$ cat src/sv/tpr_pkg.sv
// Shared types and constants for the time payload record parser.
package tpr_pkg;

   localparam int unsigned RecLen     = 24;
   localparam int unsigned IdxWidth   = 5;
   localparam logic [IdxWidth-1:0] IDX_MAX  = 5'd31;
   localparam logic [IdxWidth-1:0] IDX_LAST = 5'(RecLen - 1);

   localparam logic [31:0] SECONDS_PER_DAY = 32'd86400;
   localparam logic [7:0]  CODE_MAX        = 8'd8;
   localparam logic [7:0]  HDR_VERSION     = 8'd1;

   // "OTTC", offset 0 in the lowest byte
   localparam logic [3:0][7:0] MAGIC = {8'h43, 8'h54, 8'h54, 8'h4F};

   localparam logic [7:0] KIND_SYNC    = 8'd1;
   localparam logic [7:0] KIND_PROBE   = 8'd2;
   localparam logic [7:0] KIND_TIME    = 8'd3;
   localparam logic [7:0] KIND_REPLY   = 8'd4;

   localparam logic [7:0] FMT_NONE     = 8'd0;
   localparam logic [7:0] FMT_LOCAL    = 8'd1;
   localparam logic [7:0] FMT_UTC      = 8'd2;

   typedef enum logic [1:0] {
      STATUS_OK        = 2'd0,
      STATUS_MALFORMED = 2'd1,
      STATUS_BAD_LEN   = 2'd2
   } status_type;

   typedef struct packed {
      logic [7:0] data;
      logic       last;
   } byte_item_type;

   typedef struct packed {
      logic [31:0] second_of_day;
      logic [63:0] challenge;
      logic [7:0]  time_format;
      logic [7:0]  reply_code;
      logic [7:0]  record_kind;
   } rec_fields_type;

   localparam int unsigned RspDataWidth = $bits(rec_fields_type);

endpackage

$ cat src/sv/tpr_in_reg.sv
// Input register stage: holds one byte transaction until the parser takes it.
module tpr_in_reg (
   input  logic                   clock,
   input  logic                   reset,
   input  logic                   in_valid,
   output logic                   in_ready,
   input  tpr_pkg::byte_item_type in_item,
   input  logic                   take,
   output logic                   hold_valid,
   output tpr_pkg::byte_item_type hold_item
);
   import tpr_pkg::*;

   logic          valid_ff, valid_in;
   byte_item_type item_ff;

   // free when empty or when the held byte leaves this cycle
   assign in_ready = !valid_ff || take;
   assign valid_in = (in_valid && in_ready) || (valid_ff && !take);

   always_ff @(posedge clock) begin
      if (reset) begin
         valid_ff <= 1'b0;
      end else begin
         valid_ff <= valid_in;
      end
   end

   always_ff @(posedge clock) begin
      if (in_valid && in_ready) begin
         item_ff <= in_item;
      end
   end

   assign hold_valid = valid_ff;
   assign hold_item  = item_ff;

endmodule

$ cat src/sv/tpr_parser.sv
// Record field capture, header/tail tracking and end-of-record checks.
module tpr_parser (
   input  logic                    clock,
   input  logic                    reset,
   input  logic                    step,
   input  tpr_pkg::byte_item_type  item,
   output tpr_pkg::status_type     status,
   output tpr_pkg::rec_fields_type fields
);
   import tpr_pkg::*;

   logic [IdxWidth-1:0] idx_ff, idx_in;
   logic                header_good_ff, header_good_in;
   logic                tail_clear_ff, tail_clear_in;
   logic [7:0]          kind_ff, kind_in;
   logic [7:0]          code_ff, code_in;
   logic [7:0]          fmt_ff, fmt_in;
   logic [63:0]         chal_ff, chal_in;
   logic [31:0]         sec_ff, sec_in;
   logic                content_ok;
   logic                tail_ok;

   always_comb begin
      idx_in         = (idx_ff < IDX_MAX) ? idx_ff + 5'd1 : idx_ff;
      header_good_in = header_good_ff;
      tail_clear_in  = tail_clear_ff;
      kind_in        = kind_ff;
      code_in        = code_ff;
      fmt_in         = fmt_ff;
      chal_in        = chal_ff;
      sec_in         = sec_ff;
      case (idx_ff) inside
         [5'd0:5'd3]: begin
            if (item.data != MAGIC[idx_ff[1:0]]) header_good_in = 1'b0;
         end
         5'd4: begin
            if (item.data != HDR_VERSION) header_good_in = 1'b0;
         end
         5'd5:          kind_in = item.data;
         5'd6:          code_in = item.data;
         5'd7:          fmt_in  = item.data;
         [5'd8:5'd15]:  chal_in[{idx_ff[2:0], 3'b000} +: 8] = item.data;
         [5'd16:5'd19]: sec_in[{idx_ff[1:0], 3'b000} +: 8]  = item.data;
         [5'd20:5'd23]: begin
            if (item.data != 8'd0) tail_clear_in = 1'b0;
         end
         default: ;
      endcase
   end

   // Per-kind content rules on the captured fields
   always_comb begin
      case (kind_ff)
         KIND_SYNC:  content_ok = code_ff == 8'd0 && fmt_ff == FMT_NONE &&
                                  chal_ff == 64'd0 && sec_ff == 32'd0;
         KIND_PROBE: content_ok = code_ff == 8'd0 && fmt_ff == FMT_NONE &&
                                  chal_ff != 64'd0 && sec_ff == 32'd0;
         KIND_TIME:  content_ok = code_ff == 8'd0 &&
                                  (fmt_ff == FMT_LOCAL || fmt_ff == FMT_UTC) &&
                                  chal_ff != 64'd0 && sec_ff < SECONDS_PER_DAY;
         KIND_REPLY: content_ok = fmt_ff == FMT_NONE && sec_ff == 32'd0 &&
                                  (code_ff != 8'd0 || chal_ff != 64'd0);
         default:    content_ok = 1'b0;
      endcase
      if (code_ff > CODE_MAX) content_ok = 1'b0;
   end

   // the last tail byte is the current one when the length is right
   assign tail_ok = tail_clear_ff && item.data == 8'd0;

   always_comb begin
      fields = '0;
      if (idx_ff != IDX_LAST) begin
         status = STATUS_BAD_LEN;
      end else if (!header_good_ff || !tail_ok || !content_ok) begin
         status = STATUS_MALFORMED;
      end else begin
         status               = STATUS_OK;
         fields.record_kind   = kind_ff;
         fields.reply_code    = code_ff;
         fields.time_format   = fmt_ff;
         fields.challenge     = chal_ff;
         fields.second_of_day = sec_ff;
      end
   end

   always_ff @(posedge clock) begin
      if (reset || (step && item.last)) begin
         idx_ff         <= '0;
         header_good_ff <= 1'b1;
         tail_clear_ff  <= 1'b1;
         kind_ff        <= '0;
         code_ff        <= '0;
         fmt_ff         <= '0;
         chal_ff        <= '0;
         sec_ff         <= '0;
      end else if (step) begin
         idx_ff         <= idx_in;
         header_good_ff <= header_good_in;
         tail_clear_ff  <= tail_clear_in;
         kind_ff        <= kind_in;
         code_ff        <= code_in;
         fmt_ff         <= fmt_in;
         chal_ff        <= chal_in;
         sec_ff         <= sec_in;
      end
   end

endmodule

$ cat src/sv/time_payload_record_parser.sv
// Top level of the time payload record parser.
//
// Takes a 24-byte time record one byte per req transaction, offset zero first,
// with req_tlast on the final byte, and returns one rsp transaction per record
// on that final byte. Throughput is one byte per clock while no flagged byte
// waits: a byte is registered in the input stage, then checked and captured
// by the parser, and a record's result is loaded into the output register as
// its last byte leaves the input stage. Bytes that are not flagged last never
// wait on the result side; a flagged byte waits only while a previous result
// is still held in the output register and not taken in that cycle. The status
// in rsp_tuser is OK, MALFORMED (bad magic or version, nonzero tail, or a
// kind-specific rule broken) or BAD_LEN (flag not on the 24th byte); for any
// status other than OK every field in rsp_tdata reads zero. After each
// flagged byte the parser returns to its reset state for the next record.
module time_payload_record_parser (
   input  logic         clock,
   input  logic         reset,
   input  logic         req_tvalid,
   output logic         req_tready,
   input  logic [7:0]   req_tdata,   // [7:0] data_byte
   input  logic         req_tlast,   // last_byte
   output logic         rsp_tvalid,
   input  logic         rsp_tready,
   output logic [tpr_pkg::RspDataWidth-1:0] rsp_tdata,
   // [7:0] record_kind, [15:8] reply_code, [23:16] time_format,
   // [87:24] challenge, [119:88] second_of_day
   output logic [1:0]   rsp_tuser    // [1:0] status
);
   import tpr_pkg::*;

   byte_item_type  in_item;
   byte_item_type  hold_item;
   logic           hold_valid;
   logic           out_free;
   logic           take;
   logic           load;
   status_type     status;
   rec_fields_type fields;

   logic           rsp_valid_ff, rsp_valid_in;
   status_type     rsp_status_ff;
   rec_fields_type rsp_fields_ff;

   assign in_item.data = req_tdata;
   assign in_item.last = req_tlast;

   tpr_in_reg u_in_reg (
      .clock      (clock),
      .reset      (reset),
      .in_valid   (req_tvalid),
      .in_ready   (req_tready),
      .in_item    (in_item),
      .take       (take),
      .hold_valid (hold_valid),
      .hold_item  (hold_item)
   );

   // Advance a byte when it makes no result, or when the output register can
   // take the result this cycle.
   assign out_free = !rsp_valid_ff || rsp_tready;
   assign take     = hold_valid && (!hold_item.last || out_free);
   assign load     = take && hold_item.last;

   tpr_parser u_parser (
      .clock  (clock),
      .reset  (reset),
      .step   (take),
      .item   (hold_item),
      .status (status),
      .fields (fields)
   );

   // Hold the result until the consumer takes it.
   assign rsp_valid_in = load || (rsp_valid_ff && !rsp_tready);

   always_ff @(posedge clock) begin
      if (reset) begin
         rsp_valid_ff <= 1'b0;
      end else begin
         rsp_valid_ff <= rsp_valid_in;
      end
   end

   always_ff @(posedge clock) begin
      if (load) begin
         rsp_status_ff <= status;
         rsp_fields_ff <= fields;
      end
   end

   assign rsp_tvalid = rsp_valid_ff;
   assign rsp_tdata  = rsp_fields_ff;
   assign rsp_tuser  = rsp_status_ff;

endmodule

$ cat config.mk
export PLATFORM = sky130hd
export DESIGN_NAME = time_payload_record_parser
export DESIGN_NICKNAME = d
export VERILOG_FILES = /design/src/sv/tpr_pkg.sv /design/src/sv/tpr_in_reg.sv /design/src/sv/tpr_parser.sv /design/src/sv/time_payload_record_parser.sv
export SDC_FILE = /design/constraint.sdc
export NUM_CORES = 1
export LEC_CHECK = 0
export BUFFER_PORTS_ARGS = -buffer_cell sky130_fd_sc_hd__buf_2
export CORE_MARGIN = 2
export CORE_UTILIZATION = 30
export CTS_BUF_LIST = sky130_fd_sc_hd__clkbuf_8
export DETAILED_ROUTE_END_ITERATION = 12
export GPL_TIMING_DRIVEN = 0
export HOLD_SLACK_MARGIN = 0.1
export SLEW_MARGIN = 10
export SYNTH_ARGS = -nofsm -noshare
export SYNTH_HDL_FRONTEND = slang
export SYNTH_SLANG_ARGS = --single-unit
$ cat constraint.sdc
create_clock -name clock -period 13.45 [get_ports clock]
set_input_delay 2.0175 -clock clock [delete_from_list [all_inputs] [get_ports clock]]
set_output_delay 2.0175 -clock clock [all_outputs]
set_load 0.005 [all_outputs]
==> run metrics <==
outcome finished clean; DRC errors left 0; GR Util All Layers 0.146; post-cts sizing count 0; max-cap violations 0; initial core utilization 0.306; Final Skew 0.0179 ns; slowest CP cell or2_2; Max clock buf depth 3; Multi-input gate area 3630 sq um; Final min period 4.75 ns; Core ar. 33600 sq um; Pins Over Slew Limit 0; Worst-Margin Slew 1.13 ns; Setup WS post-layout 8.70 ns; post-synthesis sequential element count 260; Worst setup SP type input port; M2 GR Usage 0.256; fmax 210 MHz; setup tns final 0 ns; GRT met3 Usage 0.0304; Worst VDD drop 0.0587 mV; Avg WL per Cell 16.6 um; CP top delay family simple AND/OR/NAND/NOR gates; remaining global-route overflow 0; routing usage on met1 0.174; critical path type in2out; P&R area growth vs syn 21.6%; Bufs and invs on worst path 2; antenna violations before repair 0; min-delay worst type reg2reg; slew margin rel. 0.250; Synthesis Warnings 0; Post-synth top cells edfxtp_1, dfxtp_1, nor2_1, mux2i_1, and3_1; vias in the first global route 7223; Crit. End Element output pin; top-count cell post-synth edfxtp_1; vias per cell 4.67; global-route wire length before repair 40300 um; DRT iter0 DRCs 444; Most used DFF post-synth edfxtp_1; diodes inserted 0; GR peak layer met2; cell taking the most area after synthesis edfxtp_1; TritonRoute pass-1 iters 5; Filler cells 3404; Syn Area/Cell 11.5 sq um; cts-stage hold buffer count 0; critical path fanouts, max 3; slowest cell delay on critical path 0.32 ns; Worst-path clk slew 0.06 ns; Hold Fails Final Rpt 0; final period utilization 0.353; die footprint 35800 sq um; pre-CTS WS 8.70 ns; Yosys top cell area share 0.383; Final ANT Viol Nets 0; library cells used by synthesis 47; CTS tree yes; leak pwr 4.95 nW; EDFF count, synth 131; pin count of the biggest net entering global routing 65; Power per Cell Area 125 nW/um^2; fin nets 1131; final WL 26400 um; hpwl dp 18900 um; most frequent cell on the critical path buf_2; asr flop ratio synth 0; total clock buffers created by CTS 41; register area share after synthesis 0.634; top post-synthesis cells by area edfxtp_1, dfxtp_1, mux2i_1, nor2_1, and3_1; share of layout cells above drive strength 1 0.211; critical-path cell list buf_2 > nand2b_1 > or2_2 > buf_2; CP required 11.43 ns; die height 189 um; Die Wd 189 um; Ports 137; Cells after Synth 898; CTS root buffer clkbuf_8; Rows 67; Final setup viols 0; RSZ-0062 raised after global routing false; Sink Count 260; Post-Syn Area 10300 sq um; critical path arrival 2.73 ns; Post-CTS Setup Bufs 0; Clock Latency Late Sink 0.54 ns; total number of H-tree levels 2; Register Area 6520 sq um; RePlAce Congestion 0.880; vias post-DR 7413; number of port buffers 136
==> layout make-up <==
| cell class | count | area share |
|---|---|---|
| flip-flops and latches | 260 | 0.521 |
| multi-input cells | 599 | 0.290 |
| repair buffers | 138 | 0.0588 |
| clock inverters | 30 | 0.0145 |
| plain buffers | 58 | 0.0183 |
| clock buffers | 45 | 0.0495 |
| inverters | 10 | 0.00300 |
| well taps | 448 | 0.0448 |
==> final timing paths <==
kind / startpoint / depth (start not counted) / slack, ns / endpoint
max: rsp_tready / 4 / 8.70 / req_tready
min: u_parser.sec_ff[26] / 2 / 0.46 / u_parser.sec_ff[26]
max reg2reg: u_parser.chal_ff[2] / 7 / 9.86 / rsp_tdata[58]
min reg2reg: u_parser.sec_ff[26] / 2 / 0.46 / u_parser.sec_ff[26]
==> cell families (layout without fill, tap and decap cells) <==
logic type                 after synthesis  count (layout)  share of synthesized area
buffers and inverters                   68             281                     0.0259
muxes                                   78              78                     0.0759
other                                    1              30                   0.000365
DFF                                    260             260                      0.634
AOI/OAI and AO/OA                       64              64                     0.0359
xor gates and xnor gates                 5               5                    0.00426
and+or+nand+nor                        412             412                      0.212
adders and majority gates               10              10                     0.0122
==> worst min-delay path, delay by kind of cell (launching register included) <==
kind	cells	cell delay [ns]
flops	1	0.31
compound gates	1	0.05
simple gates	1	0.05
==> cells in the final DEF (no fill, tap or decap), drive strengths merged, types with 27 or more instances in the layout <==
cell type,netlist,routed
nor4,30,30
dfxtp,129,129
buf,1,139
nor2,126,126
nand2,43,43
clkbuf,57,102
mux2i,78,78
edfxtp,131,131
conb,1,30
inv,10,27
a21oi,32,32
nand3,38,38
and3,100,100
==> sequential cells by signal, indices dropped and copies added, names as in the netlist <==
name / count
u_parser.sec_ff: 32
u_parser.tail_clear_ff: 1
u_parser.kind_ff: 8
u_parser.fmt_ff: 8
u_parser.header_good_ff: 1
u_parser.chal_ff: 64
rsp_tvalid: 1
u_in_reg.hold_valid: 1
u_parser.code_ff: 8
u_parser.idx_ff: 5
rsp_tdata: 120
rsp_tuser: 2
u_in_reg.hold_item: 9
==> per-stage QoR <==
| step | std cells | power (mW) | utilization | cell area (sq um) | hold slack [ns] |
|---|---|---|---|---|---|
| CTS | 1588 | 1.59 | 0.372 | 12500 | 0.456 |
| global placement | 1511 | 0.933 | 0.346 | 11600 | 0.438 |
| global route | 1588 | 1.63 | 0.372 | 12500 | 0.478 |
| floorplan | 927 | 0.901 | - | 10400 | 0.431 |
| detailed placement | 1513 | 0.933 | 0.348 | 11700 | 0.447 |
| finish | 1588 | 1.57 | 0.372 | 12500 | 0.456 |
==> per-layer routing <==
metal  vias to the layer above  wire [um]  part of all wire
li1                       3655          -                 -
met1                      3489      11100              0.42
met2                       218      13100              0.50
met3                        51       1390             0.053
met4                         0        765             0.029
met5                         -          0                 0
==> power by group <==
group / total (mW) / switching [mW] / leakage (nW) / internal (mW)
clock: 0.650 / 0.303 / 0.466 / 0.347
sequential: 0.850 / 0.00601 / 2.22 / 0.844
combinational: 0.0661 / 0.0460 / 2.26 / 0.0201
total: 1.57 / 0.355 / 4.95 / 1.21
No activity file was read; power rests on OpenSTA's default activity.
